==> config.mk <==
export PLATFORM = sky130hd
export DESIGN_NAME = fdf_cell
export DESIGN_NICKNAME = d
export VERILOG_FILES = /design/src/sv/fdf_pkg.sv /design/src/sv/fdf_cell.sv
export SDC_FILE = /design/constraint.sdc
export NUM_CORES = 1
export LEC_CHECK = 0
export ABC_AREA = 1
export BUFFER_PORTS_ARGS = -buffer_cell sky130_fd_sc_hd__buf_2
export CAP_MARGIN = 30
export CORE_MARGIN = 4
export CORE_UTILIZATION = 44
export DETAILED_ROUTE_END_ITERATION = 10
export HOLD_SLACK_MARGIN = 0.02
export PLACE_DENSITY = 0.81
export RECOVER_POWER = 50
export SYNTH_ARGS = -nofsm -noshare
export SYNTH_HDL_FRONTEND = slang
export SYNTH_SLANG_ARGS = --single-unit
==> constraint.sdc <==
create_clock -name clk -period 1.2 [get_ports clk]
set_input_delay 0.24 -clock clk [delete_from_list [all_inputs] [get_ports clk]]
set_output_delay 0.24 -clock clk [all_outputs]
set_load 0.01 [all_outputs]
==> src/sv/fdf_pkg.sv <==
// Shared constants, types and control structs for the flood duplicate filter.
`timescale 1ns / 1ps

package fdf_pkg;

    // Table geometry
    localparam int TABLE_DEPTH = 64;
    localparam int CNT_W       = $clog2(TABLE_DEPTH + 1);

    // Field widths
    localparam int SEQ_W  = 32;
    localparam int TIME_W = 32;
    localparam int OCC_W  = 7;

    // Register reset value
    localparam logic [TIME_W-1:0] AGE_LIMIT_RESET = TIME_W'(2000);

    // Item kinds
    localparam logic KIND_CHECK = 1'b0;
    localparam logic KIND_TICK  = 1'b1;

    typedef enum logic [1:0] {
        S_IDLE,
        S_WALK,
        S_TICK
    } fdf_state_t;

    // Lookup token travelling along the cell row
    typedef struct packed {
        logic valid;
        logic match;
    } fdf_tok_t;

    // Broadcast control from the sequencer to every cell
    typedef struct packed {
        logic              shift;
        logic              write;
        logic [CNT_W-1:0]  count;
        logic [SEQ_W-1:0]  query;
        logic [TIME_W-1:0] now;
    } fdf_ctl_t;

endpackage

==> src/sv/fdf_cell.sv <==
// One table cell: holds an entry, compares the passing token and shifts toward the head.
`timescale 1ns / 1ps

module fdf_cell
    import fdf_pkg::*;
(
    input  logic              clk,
    input  logic              rst_n,
    input  logic [CNT_W-1:0]  slot,
    input  fdf_ctl_t          ctl,
    input  fdf_tok_t          tok_in,
    output fdf_tok_t          tok_out,
    input  logic [SEQ_W-1:0]  nbr_seq,
    input  logic [TIME_W-1:0] nbr_time,
    output logic [SEQ_W-1:0]  seq_q,
    output logic [TIME_W-1:0] time_q
);

    logic [SEQ_W-1:0]  seq_reg;
    logic [TIME_W-1:0] time_reg;
    fdf_tok_t          tok_reg;
    fdf_tok_t          tok_next;
    logic              held;
    logic              hit;

    // Compare only while this slot holds an entry
    assign held = (slot < ctl.count);
    assign hit  = held && (seq_reg == ctl.query);

    // Advance the token one cell, folding in this cell's match
    always_comb
    begin
        tok_next.valid = tok_in.valid;
        tok_next.match = tok_in.match | (tok_in.valid & hit);
    end

    always_ff @(posedge clk or negedge rst_n)
    begin
        if (!rst_n)
        begin
            tok_reg <= '0;
        end
        else
        begin
            tok_reg <= tok_next;
        end
    end

    // Shift toward the head on removal, or load at the tail on insert
    always_ff @(posedge clk)
    begin
        if (ctl.shift)
        begin
            seq_reg  <= nbr_seq;
            time_reg <= nbr_time;
        end
        else if (ctl.write && (slot == ctl.count))
        begin
            seq_reg  <= ctl.query;
            time_reg <= ctl.now;
        end
    end

    assign tok_out = tok_reg;
    assign seq_q   = seq_reg;
    assign time_q  = time_reg;

endmodule

==> implementation parameters, run 1 <==
Parameter                              Value

Job
  Number of max-cap violations ... 0

Critical path
  Critical path data required time ... between 1 and 1.5 ns
  Kind of capture point of the worst setup path ... register
  Worst reg2reg path depth ... 8
  Critical path startpoint category ... input port
  Critical path start-end classification ... in2reg
  Largest fanout on the critical path ... 6
  Data arrival, critical path ... 1.50 ns

CTS
  Buffer cell driving the clock tree root ... clkbuf_8
  Total number of clock tree sinks ... 66
  Register clock-pin slew on the reported worst setup and hold paths ... 0.07 ns
  TritonCTS clock tree ... yes
  H-tree depth reported by CTS ... 3
  Clock insertion delay at the later pin of the skew report ... 0.33 ns
  Max Root-Sink Buffers ... 2
  Cts bufs inserted ... 9

Synthesis
  Sequential area share after synthesis ... 0.551
  Multiplexer share of the synthesized area ... 0
  Post-synthesis async set-or-reset flop share ... 0.0303
  Fraction of synthesized cell area taken by the top area cell type ... 0.537
  Largest area contributor in the synthesized netlist ... edfxtp_1
  Post-synthesis simple-gate area fraction ... 0.272
  Post-Synth XOR/XNOR Area ... 0.00978
  Net count after synthesis ... 603
  Number of synthesis warnings ... 0
  Compound-gate portion of the synthesized area ... 0.0493
  Library cell with the highest instance count after synthesis ... nand2_1
  Cell count after synthesis ... approximately 450
  Avg Synthesized Cell Area ... 7.99 µm²
  Main combinational cell family by area after synthesis ... simple AND/OR/NAND/NOR gates
  Number of enable flip-flop cells after synthesis ... between 60 and 70
  Ys flop type ... edfxtp_1
  Netlist cell types ... 22
  Synthesized cell area ... 3580 µm²
  Leading cell types by total area after synthesis ... edfxtp_1 (54%), nand2_1 (24%), inv_1 (6.8%), o21ai_0 (4.1%), ha_1 (2.4%)
  Share of synthesized cell area in full adder, half adder and majority cells ... 0.0245
  Flip-flop and latch count after synthesis ... 66
  Leading post-synthesis cells by instance count ... nand2_1 (227), inv_1 (65), edfxtp_1 (64), o21ai_0 (29), nor2_1 (16)

Global route
  GRT Util Overall ... 0.217
  First-pass GRT wire length ... 16.6 mm
  GRT overflow ... 0
  Pin count of the biggest net entering global routing ... 36
  Via count of the first global-routing pass ... between 3k and 4k
  Antenna violations before repair ... 1

Final layout
  Antenna diode count ... 0
  Share of layout cells above drive strength 1 ... 0.392
  Signed area change from the synthesized netlist to the final layout ... 51.4%
  # nets final ... around 850
  Post-route cell area ... 5420 µm²
  Count of non-filler cells in the finished layout ... 798
  Number of fill cells in the layout ... 639

Die
  Die outline area ... just under 10000 µm²
  Standard cell core area ... 7810 µm²
  Number of cell rows ... 32
  Top Ports ... 214
  Initial core utilization ... 0.459
  Die span in x ... 98.2 µm
  Die span in y ... approximately 98 µm

Power
  Proportion of total power due to net switching ... 0.267
  Clock group share of total power ... 0.323
  Share of total power in sequential cells ... 0.461
  Power density of the placed cells ... about 1200 nW/µm²
  Logic gate share of total power ... 0.215
  P_leak ... ~3 nW
  Net switching power of the design ... approximately 1.7 mW
  Internal cell power ... 4.61 mW
  Worst voltage drop across the vdd grid ... 0.943 mV

Route
  WL per Instance ... 13.4 µm
  Post-route antenna net violation count ... 0
  Detailed-route wire length ... 10.7 mm
  Number of remaining DRC errors ... 0
  Detailed-route vias per instance ... roughly 4.6
  Via count of the routed design ... roughly 3.7k
  Number of DRC markers in iteration 0 ... 85
  Initial DRT Pass Iterations ... 4

Outcome
  Run status ... complete, but fails checks
  Violated checks ... negative setup slack

Placed design
  Weighted congestion reported at the end of routability-driven placement ... 0.917
  Number of instances in the placed design ... 774
  Placed inst area ... around 5100 µm²
  Count of buffers inserted at the top-level ports ... 213
  Placed wire-length estimate ... around 8.6 mm

Timing
  Setup repair after global routing missed its margin ... true
  Fraction of the cycle the final worst path needs ... 1.21
  Final critical path time including I/O delays and setup ... 1.45 ns
  Number of endpoints failing setup at the final stage ... 67
  Post-route setup slack ... -0.251 ns
  Highest attainable clock frequency ... just under 700 MHz
  Final-layout setup total negative slack ... -13.83 ns
  Worst slew pin tran ... 0.408 ns
  Hold WS ... ~0.11 ns
  Clock Skew ... 0.0112 ns
  Worst slew margin relative to its limit ... 0.728
  Max Slew Vio Count ... 0
  Number of hold violations in the final report ... 0

Min path
  Worst min path class ... in2reg
  Instance count along the most critical hold path ... 3
logic make-up after synthesis:
| kind of cell | Yosys count |
|---|---|
| and+or+nand+nor | 253 |
| buffers and inverters | 84 |
| DFF | 66 |
| AOI/OAI and AO/OA | 34 |
| adders and majority gates | 7 |
| xor gates and xnor gates | 4 |
flip-flops by register name, summed over array words and instances (netlist names):
| name | cells |
|---|---|
| seq_q | 32 |
| time_q | 32 |
| tok_out | 2 |
through the flow:
| step | total power, mW | util | setup WS (ns) |
|---|---|---|---|
| finish | 6.29 | 0.695 | -0.251 |
| global route | 6.61 | 0.695 | -0.266 |
| detailed placement | 4.25 | 0.648 | -0.645 |
| global placement | 4.20 | 0.648 | -0.617 |
| CTS | 6.35 | 0.700 | -0.228 |
| floorplan | 3.55 | - | -2.05 |
layout by cell type (no fill, tap or decap), drive strengths merged:
master	n
nor2	18
nand2	228
nand3b	1
xnor2	3
bufinv	2
clkinv	3
ha	7
buf	233
o22ai	2
or2	2
inv	71
dlygate4sd3	2
edfxtp	64
nand3	2
o21ai	29
xor2	1
dfrtp	2
clkbuf	21
nand4	2
a21oi	2
o41ai	1
final timing paths:
kind | slack (ns) | from | to
max in group asynchronous | 0.84 | rst_n | tok_out[0]$_DFF_PN0_
worst min-delay path | 0.11 | tok_in[0] | tok_out[0]$_DFF_PN0_
min in group asynchronous | 0.23 | rst_n | tok_out[1]$_DFF_PN0_
worst min register to register | 0.77 | seq_q[15]$_DFFE_PP_ | tok_out[0]$_DFF_PN0_
worst max-delay path | -0.25 | slot[3] | time_q[26]$_DFFE_PP_
worst max register to register | -0.09 | seq_q[31]$_DFFE_PP_ | tok_out[0]$_DFF_PN0_
metal layers:
metal	vias to the layer above	part of all wire	track usage
met5	-	0.0012	0
met4	2	0.025	0.0945
met3	22	0.087	0.0693
met2	175	0.52	0.398
met1	1635	0.36	0.225
li1	1873	-	-
power by group through the flow:
stage / clock network [mW] / logic, mW / registers (mW)
3_3_place_gp: 0 / 1.27 / 2.93
2_1_floorplan: 0 / 0.502 / 3.05
6_report: 2.03 / 1.35 / 2.90
4_1_cts: 2.07 / 1.38 / 2.90
5_1_grt: 2.18 / 1.51 / 2.92
3_5_place_dp: 0 / 1.31 / 2.94
area by class of cell:
type                            instances  area, µm²  area share
Clock buffer                           10        128      0.0235
Clock inverter                          6       90.1      0.0166
Inverter                               70        293      0.0540
Multi-Input combinational cell        298       1370       0.252
Sequential cell                        66       1970       0.364
Tap cell                              102        128      0.0235
Timing Repair Buffer                  246       1450       0.267
timing repair:
| item | 4_1_cts | 5_1_grt |
|---|---|---|
| hold buffers | 2 | 0 |
| endpoints found under the setup margin | 70 | 79 |
| resized for setup | 21 | 10 |
| setup buffers | 9 | 0 |
| endpoints found under the hold margin | 3 | 0 |
| cloned | 1 | 1 |
| pin swaps | 2 | 9 |
worst max-delay path, cell delays in order:
cell	delay (ns)
buf_2	0.11
ha_4	0.27
nand3_4	0.08
o41ai_4	0.39
buf_6	0.20
buf_6	0.11
buf_6	0.10
Power figures use the tool's default switching activity.
==> run 2: changes to the inputs <==
--- a/config.mk
+++ b/config.mk
@@ -14,6 +14,7 @@
 export HOLD_SLACK_MARGIN = 0.02
 export PLACE_DENSITY = 0.81
 export RECOVER_POWER = 50
+export SKIP_LAST_GASP = 1
 export SYNTH_ARGS = -nofsm -noshare
 export SYNTH_HDL_FRONTEND = slang
 export SYNTH_SLANG_ARGS = --single-unit
==> run 2 against run 1 <==
Against the previous run:
- the flow still finishes with violations (negative setup slack)
- worst hold slack better by 0.0012 ns
- flip-flop and latch count stayed put
- clock power hardly changed
- core utilization is the same
- sequential power barely moved
- non-clock buffer count unchanged
- die area did not move
- first-iteration DRC count is 2.4% higher
- critical endpoint unchanged
==> implementation parameters, run 2 (synthesis results as in run 1) <==
Parameter                              Value

Global route
  GRT overflow ... 0 (unchanged)
  First-pass GRT wire length ... 16.6 mm (about the same)
  Via count of the first global-routing pass ... 3726 (-0.29%)
  Pin count of the biggest net entering global routing ... 36 (unchanged)
  GRT Util Overall ... 0.216 (about the same)
  Antenna violations before repair ... 1 (unchanged)

Placed design
  Post-placement setup slack ... -0.645 ns (unchanged)
  Placed wire-length estimate ... 8.62 mm (unchanged)
  Number of instances in the placed design ... 774 (unchanged)
  Weighted congestion reported at the end of routability-driven placement ... 0.917 (unchanged)
  Count of buffers inserted at the top-level ports ... 213 (unchanged)

Route
  WL per Instance ... 13.4 µm (about the same)
  Detailed-route vias per instance ... 4.64 (about the same)
  Detailed-route wire length ... 10.7 mm (about the same)
  Via count of the routed design ... 3706 (-0.027%)
  Number of remaining DRC errors ... 0 (unchanged)
  Number of DRC markers in iteration 0 ... 87 (+2.4%)
  Post-route antenna net violation count ... 0 (unchanged)
  Initial DRT Pass Iterations ... 4 (unchanged)

Power
  Internal cell power ... 4.61 mW (about the same)
  P_leak ... 2.93 nW (unchanged)
  Net switching power of the design ... 1.68 mW (about the same)
  Power density of the placed cells ... 1160 nW/µm² (about the same)
  Logic gate share of total power ... 0.216 (about the same)
  Proportion of total power due to net switching ... 0.267 (about the same)
  Clock group share of total power ... 0.323 (about the same)
  Worst voltage drop across the vdd grid ... 0.950 mV (+0.72%)
  Share of total power in sequential cells ... 0.461 (about the same)
  Overall power after layout ... 6.29 mW (about the same)

Timing
  Worst slew pin tran ... 0.409 ns (+0.00130 ns)
  Worst slew margin relative to its limit ... 0.727 (-0.000870)
  Final-layout setup total negative slack ... -13.93 ns (-0.102 ns)
  Highest attainable clock frequency ... 689 MHz (about the same)
  Post-route setup slack ... -0.251 ns (+0.000205 ns)
  Max Slew Vio Count ... 0 (unchanged)
  Fraction of the cycle the final worst path needs ... 1.21 (about the same)
  Number of hold violations in the final report ... 0 (unchanged)
  Setup repair after global routing missed its margin ... true
  Clock Skew ... 0.0107 ns (-0.000584 ns)
  Final critical path time including I/O delays and setup ... 1.45 ns (-0.000205 ns)
  Number of endpoints failing setup at the final stage ... 67 (unchanged)

CTS
  Cts bufs inserted ... 9 (unchanged)
  H-tree depth reported by CTS ... 3 (unchanged)
  Max Root-Sink Buffers ... 2 (unchanged)
  Register clock-pin slew on the reported worst setup and hold paths ... 0.07 ns (about the same)
  TritonCTS clock tree ... yes
  Buffer cell driving the clock tree root ... clkbuf_8
  Total number of clock tree sinks ... 66 (unchanged)
  Clock insertion delay at the later pin of the skew report ... 0.33 ns (about the same)

Critical path
  Total stage count of the critical path ... 7 (unchanged)
  Slowest stage delay, CP ... 0.38 ns (about the same)
  Standard cell with the maximum stage delay on the critical path ... o41ai_4
  Worst reg2reg path depth ... 8 (unchanged)
  Critical path startpoint category ... input port
  Largest fanout on the critical path ... 6 (unchanged)
  Kind of capture point of the worst setup path ... register
  Critical path data required time ... 1.25 ns (about the same)
  Combined buffer and inverter count along the critical path ... 4 (unchanged)
  Data arrival, critical path ... 1.50 ns (about the same)
  Critical path start-end classification ... in2reg
  Critical path's top delay family ... buffers and inverters
  Library cell appearing most often on the critical path ... buf_6
  Cells traversed along the worst timing path ... buf_2 > ha_4 > nand3_4 > o41ai_4 > buf_6 > buf_6 > buf_6

Outcome
  Violated checks ... negative setup slack
  Run status ... complete, but fails checks

Final layout
  Antenna diode count ... 0 (unchanged)
  Most frequent standard cell in the layout excluding fill and tap cells ... nand2_1
  # nets final ... 846 (unchanged)
  Share of layout cells above drive strength 1 ... 0.392 (unchanged)
  Most frequent cells in the layout ... nand2_1 (226), buf_2 (204), edfxtp_1 (64)
  Count of non-filler cells in the finished layout ... 798 (unchanged)
  Signed area change from the synthesized netlist to the final layout ... 51.4% (unchanged)

Die
  Initial core utilization ... 0.459 (unchanged)
  Die outline area ... 9650 µm² (unchanged)
  Top Ports ... 214 (unchanged)
  Standard cell core area ... 7810 µm² (unchanged)
  Die span in y ... 98.2 µm (unchanged)
  Die span in x ... 98.2 µm (unchanged)
  Number of cell rows ... 32 (unchanged)

Job
  Number of max-cap violations ... 0 (unchanged)

Min path
  Worst min path class ... in2reg
  Instance count along the most critical hold path ... 3 (unchanged)
run 2: cell counts in the layout (fill, tap and decap cells not counted):
Identical to the previous run, type by type.
run 2: worst paths after layout:
path / slack [ns] / to / start
worst max-delay path: -0.25 / time_q[26]$_DFFE_PP_ / slot[3]
worst min-delay path: 0.11 / tok_out[0]$_DFF_PN0_ / tok_in[0]
worst max register to register: -0.08 / tok_out[0]$_DFF_PN0_ / seq_q[31]$_DFFE_PP_
worst min register to register: 0.77 / tok_out[0]$_DFF_PN0_ / seq_q[15]$_DFFE_PP_
max in group asynchronous: 0.84 / tok_out[0]$_DFF_PN0_ / rst_n
min in group asynchronous: 0.23 / tok_out[1]$_DFF_PN0_ / rst_n
run 2: timing repair:
action	CTS	global route
setup buffers	9	0
hold buffers	2	0
gates cloned	1	1
endpoints found under the hold margin	3	0
resized for setup	20	11
pin swaps	2	9
setup endpoints to repair	70	79
run 2: power by group through the flow:
stage,registers (mW),clock network [mW],logic [mW]
4_1_cts,2.90,2.07,1.38
3_5_place_dp,2.94,0,1.31
2_1_floorplan,3.05,0,0.502
6_report,2.90,2.03,1.35
3_3_place_gp,2.93,0,1.27
5_1_grt,2.92,2.18,1.51
run 2: stage by stage:
stage,hold slack [ns],util,instance area (µm²)
after floorplan,-0.0556,-,3690
after global placement,0.0256,0.648,5060
after detailed placement,0.0275,0.648,5060
after CTS,0.0888,0.700,5460
after global routing,0.0953,0.695,5420
final,0.109,0.695,5420
run 2: layer usage:
layer / vias to the layer above / GRT usage / share of wire
met5: - / 0 / 0.0012
met4: 2 / 0.0945 / 0.023
met3: 22 / 0.0693 / 0.089
met2: 174 / 0.397 / 0.52
met1: 1636 / 0.225 / 0.36
li1: 1872 / - / -
run 2: cell type report:
cell class	count	area, µm²
Sequential cell	66	1970
Multi-Input combinational cell	298	1370
Clock buffer	10	128
Clock inverter	6	90.1
Timing Repair Buffer	246	1450
Inverter	70	293
Tap cell	102	128
Fill cell	639	2380
run 2: worst reg2reg max path, delay by kind of cell (launching register included):
family	cells	cell delay (ns)
xor+xnor	1	0.14
flops	1	0.43
buf+inv	1	0.14
simple gates	6	0.52
==> run 3: changes to the inputs <==
--- a/config.mk
+++ b/config.mk
@@ -9,10 +9,10 @@
 export BUFFER_PORTS_ARGS = -buffer_cell sky130_fd_sc_hd__buf_2
 export CAP_MARGIN = 30
 export CORE_MARGIN = 4
-export CORE_UTILIZATION = 44
+export CORE_UTILIZATION = 47
 export DETAILED_ROUTE_END_ITERATION = 10
-export HOLD_SLACK_MARGIN = 0.02
-export PLACE_DENSITY = 0.81
+export HOLD_SLACK_MARGIN = 0.08
+export PLACE_DENSITY = 0.86
 export RECOVER_POWER = 50
 export SKIP_LAST_GASP = 1
 export SYNTH_ARGS = -nofsm -noshare
==> constraint.sdc (replaced) <==
create_clock -name clk -period 1.71 [get_ports clk]
set_input_delay 0.342 -clock clk [delete_from_list [all_inputs] [get_ports clk]]
set_output_delay 0.342 -clock clk [all_outputs]
set_load 0.01 [all_outputs]
==> run 3 against run 2 <==
Against the previous run:
- the flow now finishes without violations
- critical path depth stayed put
- flip-flop and latch count is the same
- setup slack better by 0.36 ns
- register-to-register slack better by 0.53 ns
- core utilization is 0.16 points higher
- routed wire length is 1.8% lower
- combinational power fell by 37%
- non-clock buffer count is 18 lower
- first-iteration DRC count up 34%
- clock power decreased by 32%
- die area is 5.9% lower
- largest cell class unchanged
==> implementation parameters, run 3 (synthesis results as in run 1) <==
Parameter                              Value

Placed design
  Placed wire-length estimate ... 8.74 mm (+1.4%)
  Number of instances in the placed design ... 760 (-1.8%)
  Weighted congestion reported at the end of routability-driven placement ... 0.810 (-12%)
  Count of buffers inserted at the top-level ports ... 213 (unchanged)
  Placed inst area ... 4940 µm² (-2.4%)

CTS
  Max Root-Sink Buffers ... 2 (unchanged)
  Total number of clock tree sinks ... 66 (unchanged)
  Cts bufs inserted ... 9 (unchanged)
  Quantity of gates resized following cts ... 0 (-100%)
  Clock insertion delay at the later pin of the skew report ... 0.33 ns (about the same)
  Buffer cell driving the clock tree root ... clkbuf_8
  Post CTS Setup Buffer Count ... 0 (-9)
  H-tree depth reported by CTS ... 3 (unchanged)
  TritonCTS clock tree ... yes
  Register clock-pin slew on the reported worst setup and hold paths ... 0.07 ns (about the same)

Route
  WL per Instance ... 13.6 µm (+0.86%)
  Wire length on met1 ... 3.91 mm (+0.62%)
  Number of remaining DRC errors ... 0 (unchanged)
  Number of DRC markers in iteration 0 ... 117 (+34%)
  Highest routed layer ... met4
  Total met3 wirelength after detailed routing ... 916 µm (-4.1%)
  Detailed-route vias per instance ... 4.63 (-0.21%)
  Detailed-route wire length ... 10.5 mm (-1.8%)
  Wire length on met2 ... 5.50 mm (-2.0%)
  Via count of the routed design ... 3601 (-2.8%)
  Post-route antenna net violation count ... 0 (unchanged)
  Initial DRT Pass Iterations ... 5 (+1)

Final layout
  Most frequent cells in the layout ... nand2_1 (227), buf_2 (179), edfxtp_1 (64)
  Count of non-filler cells in the finished layout ... 777 (-2.6%)
  Share of layout cells above drive strength 1 ... 0.329 (-0.0633)
  Most frequent standard cell in the layout excluding fill and tap cells ... nand2_1
  # nets final ... 828 (-2.1%)
  Antenna diode count ... 0 (unchanged)
  Signed area change from the synthesized netlist to the final layout ... 42.5%
  Final standard cell utilization of the core ... 0.696 (+0.00164)
  Post-route cell area ... 5100 µm² (-5.9%)

Die
  Standard cell core area ... 7330 µm² (-6.1%)
  Die span in x ... 95.3 µm (-3.0%)
  Top Ports ... 214 (unchanged)
  Number of cell rows ... 31 (-3.1%)
  Initial core utilization ... 0.488 (+0.0298)
  Die span in y ... 95.3 µm (-3.0%)
  Die outline area ... 9080 µm² (-5.9%)

Timing
  Clock Skew ... 0.00732 ns (-0.00335 ns)
  Hold WS ... 0.135 ns (+0.0262 ns)
  Setup repair after global routing missed its margin ... false
  Number of hold violations in the final report ... 0 (unchanged)
  Final critical path time including I/O delays and setup ... approximately 1.6 ns
  Worst slew margin relative to its limit ... 0.457 (-0.270)
  Highest attainable clock frequency ... 623 MHz
  Max Slew Vio Count ... 0 (unchanged)
  Worst slew pin tran ... 0.814 ns (+0.405 ns)
  Fraction of the cycle the final worst path needs ... 0.939
  Number of endpoints failing setup at the final stage ... 0 (-100%)

Global route
  Antenna violations before repair ... 0 (-1)
  Pin count of the biggest net entering global routing ... 38 (+5.6%)
  First-pass GRT wire length ... 15.4 mm (-7.1%)
  GRT overflow ... 0 (unchanged)
  GRT Util Overall ... 0.223 (+0.00627)
  Via count of the first global-routing pass ... 3421 (-8.2%)

Min path
  Instance count along the most critical hold path ... 1 (-2)
  Worst min path class ... in2reg

Critical path
  Slowest stage delay, CP ... 0.36 ns (-0.02 ns)
  Largest fanout on the critical path ... 23 (+17)
  Kind of capture point of the worst setup path ... register
  Cells traversed along the worst timing path ... buf_2 > inv_12 > ha_4 > nand3_4 > o41ai_4 > buf_4 > buf_12
  Worst reg2reg path depth ... 9 (+1)
  Critical path data required time ... 1.74 ns (+0.49 ns)
  Data arrival, critical path ... 1.64 ns (+0.14 ns)
  Critical path start-end classification ... in2reg
  Standard cell with the maximum stage delay on the critical path ... o41ai_4
  Critical path startpoint category ... input port

Power
  Overall power after layout ... 4.29 mW (-32%)
  Power density of the placed cells ... 840 nW/µm² (-28%)
  Worst voltage drop across the vdd grid ... 0.519 mV (-45%)
  P_leak ... 2.72 nW (-7.3%)

Job
  Number of max-cap violations ... 0 (unchanged)

Outcome
  Run status ... complete, no violations
==> run 3: worst paths after layout <==
| path | start | to | slack (ns) |
|---|---|---|---|
| hold reg to reg | seq_q[30]$_DFFE_PP_ | tok_out[0]$_DFF_PN0_ | 0.79 |
| setup reg to reg | seq_q[28]$_DFFE_PP_ | tok_out[0]$_DFF_PN0_ | 0.45 |
| max in group asynchronous | rst_n | tok_out[0]$_DFF_PN0_ | 1.25 |
| min in group asynchronous | rst_n | tok_out[1]$_DFF_PN0_ | 0.33 |
| hold / removal | tok_in[1] | tok_out[1]$_DFF_PN0_ | 0.13 |
| setup / recovery | ctl[69] | time_q[3]$_DFFE_PP_ | 0.10 |
==> run 3: metal layers <==
| metal | track usage | vias up |
|---|---|---|
| li1 | - | 1834 |
| met1 | 0.251 | 1577 |
| met2 | 0.417 | 174 |
| met3 | 0.0403 | 16 |
| met4 | 0.0793 | 0 |
| met5 | 0 | - |
==> run 3: repair_timing <==
action | 4_1_cts | 5_1_grt
endpoints found under the hold margin | 2 | 0
hold buffers | 1 | 0
setup endpoints to repair | 0 | 0
==> run 3: report_power, final <==
| group | switching (mW) | internal, mW |
|---|---|---|
| combinational | 0.485 | 0.369 |
| sequential | 0.0804 | 1.96 |
| clock | 0.574 | 0.820 |
| total | 1.14 | 3.15 |
==> run 3: metrics by stage <==
step / setup slack, ns / TNS (ns)
6_report: 0.104 / 0
2_1_floorplan: -1.65 / -105.31
3_3_place_gp: -0.202 / -11.34
4_1_cts: 0.119 / 0
5_1_grt: 0.0709 / 0
3_5_place_dp: -0.231 / -13.30
==> run 3: layout make-up <==
type                       instances  area (µm²)
fill                             609        2230
sequential                        66        1970
multi-input combinational        298        1350
timing repair buffer             228        1150
inverter                          70         293
clock buffer                      11         131
tap                               99         124
clock inverter                     5        78.8
==> run 3: worst max-delay path: cells and delay by family <==
kind            cells  cell delay (ns)
fa+ha+maj           1             0.27
compound gates      1             0.36
simple gates        1             0.08
buf+inv             4             0.57
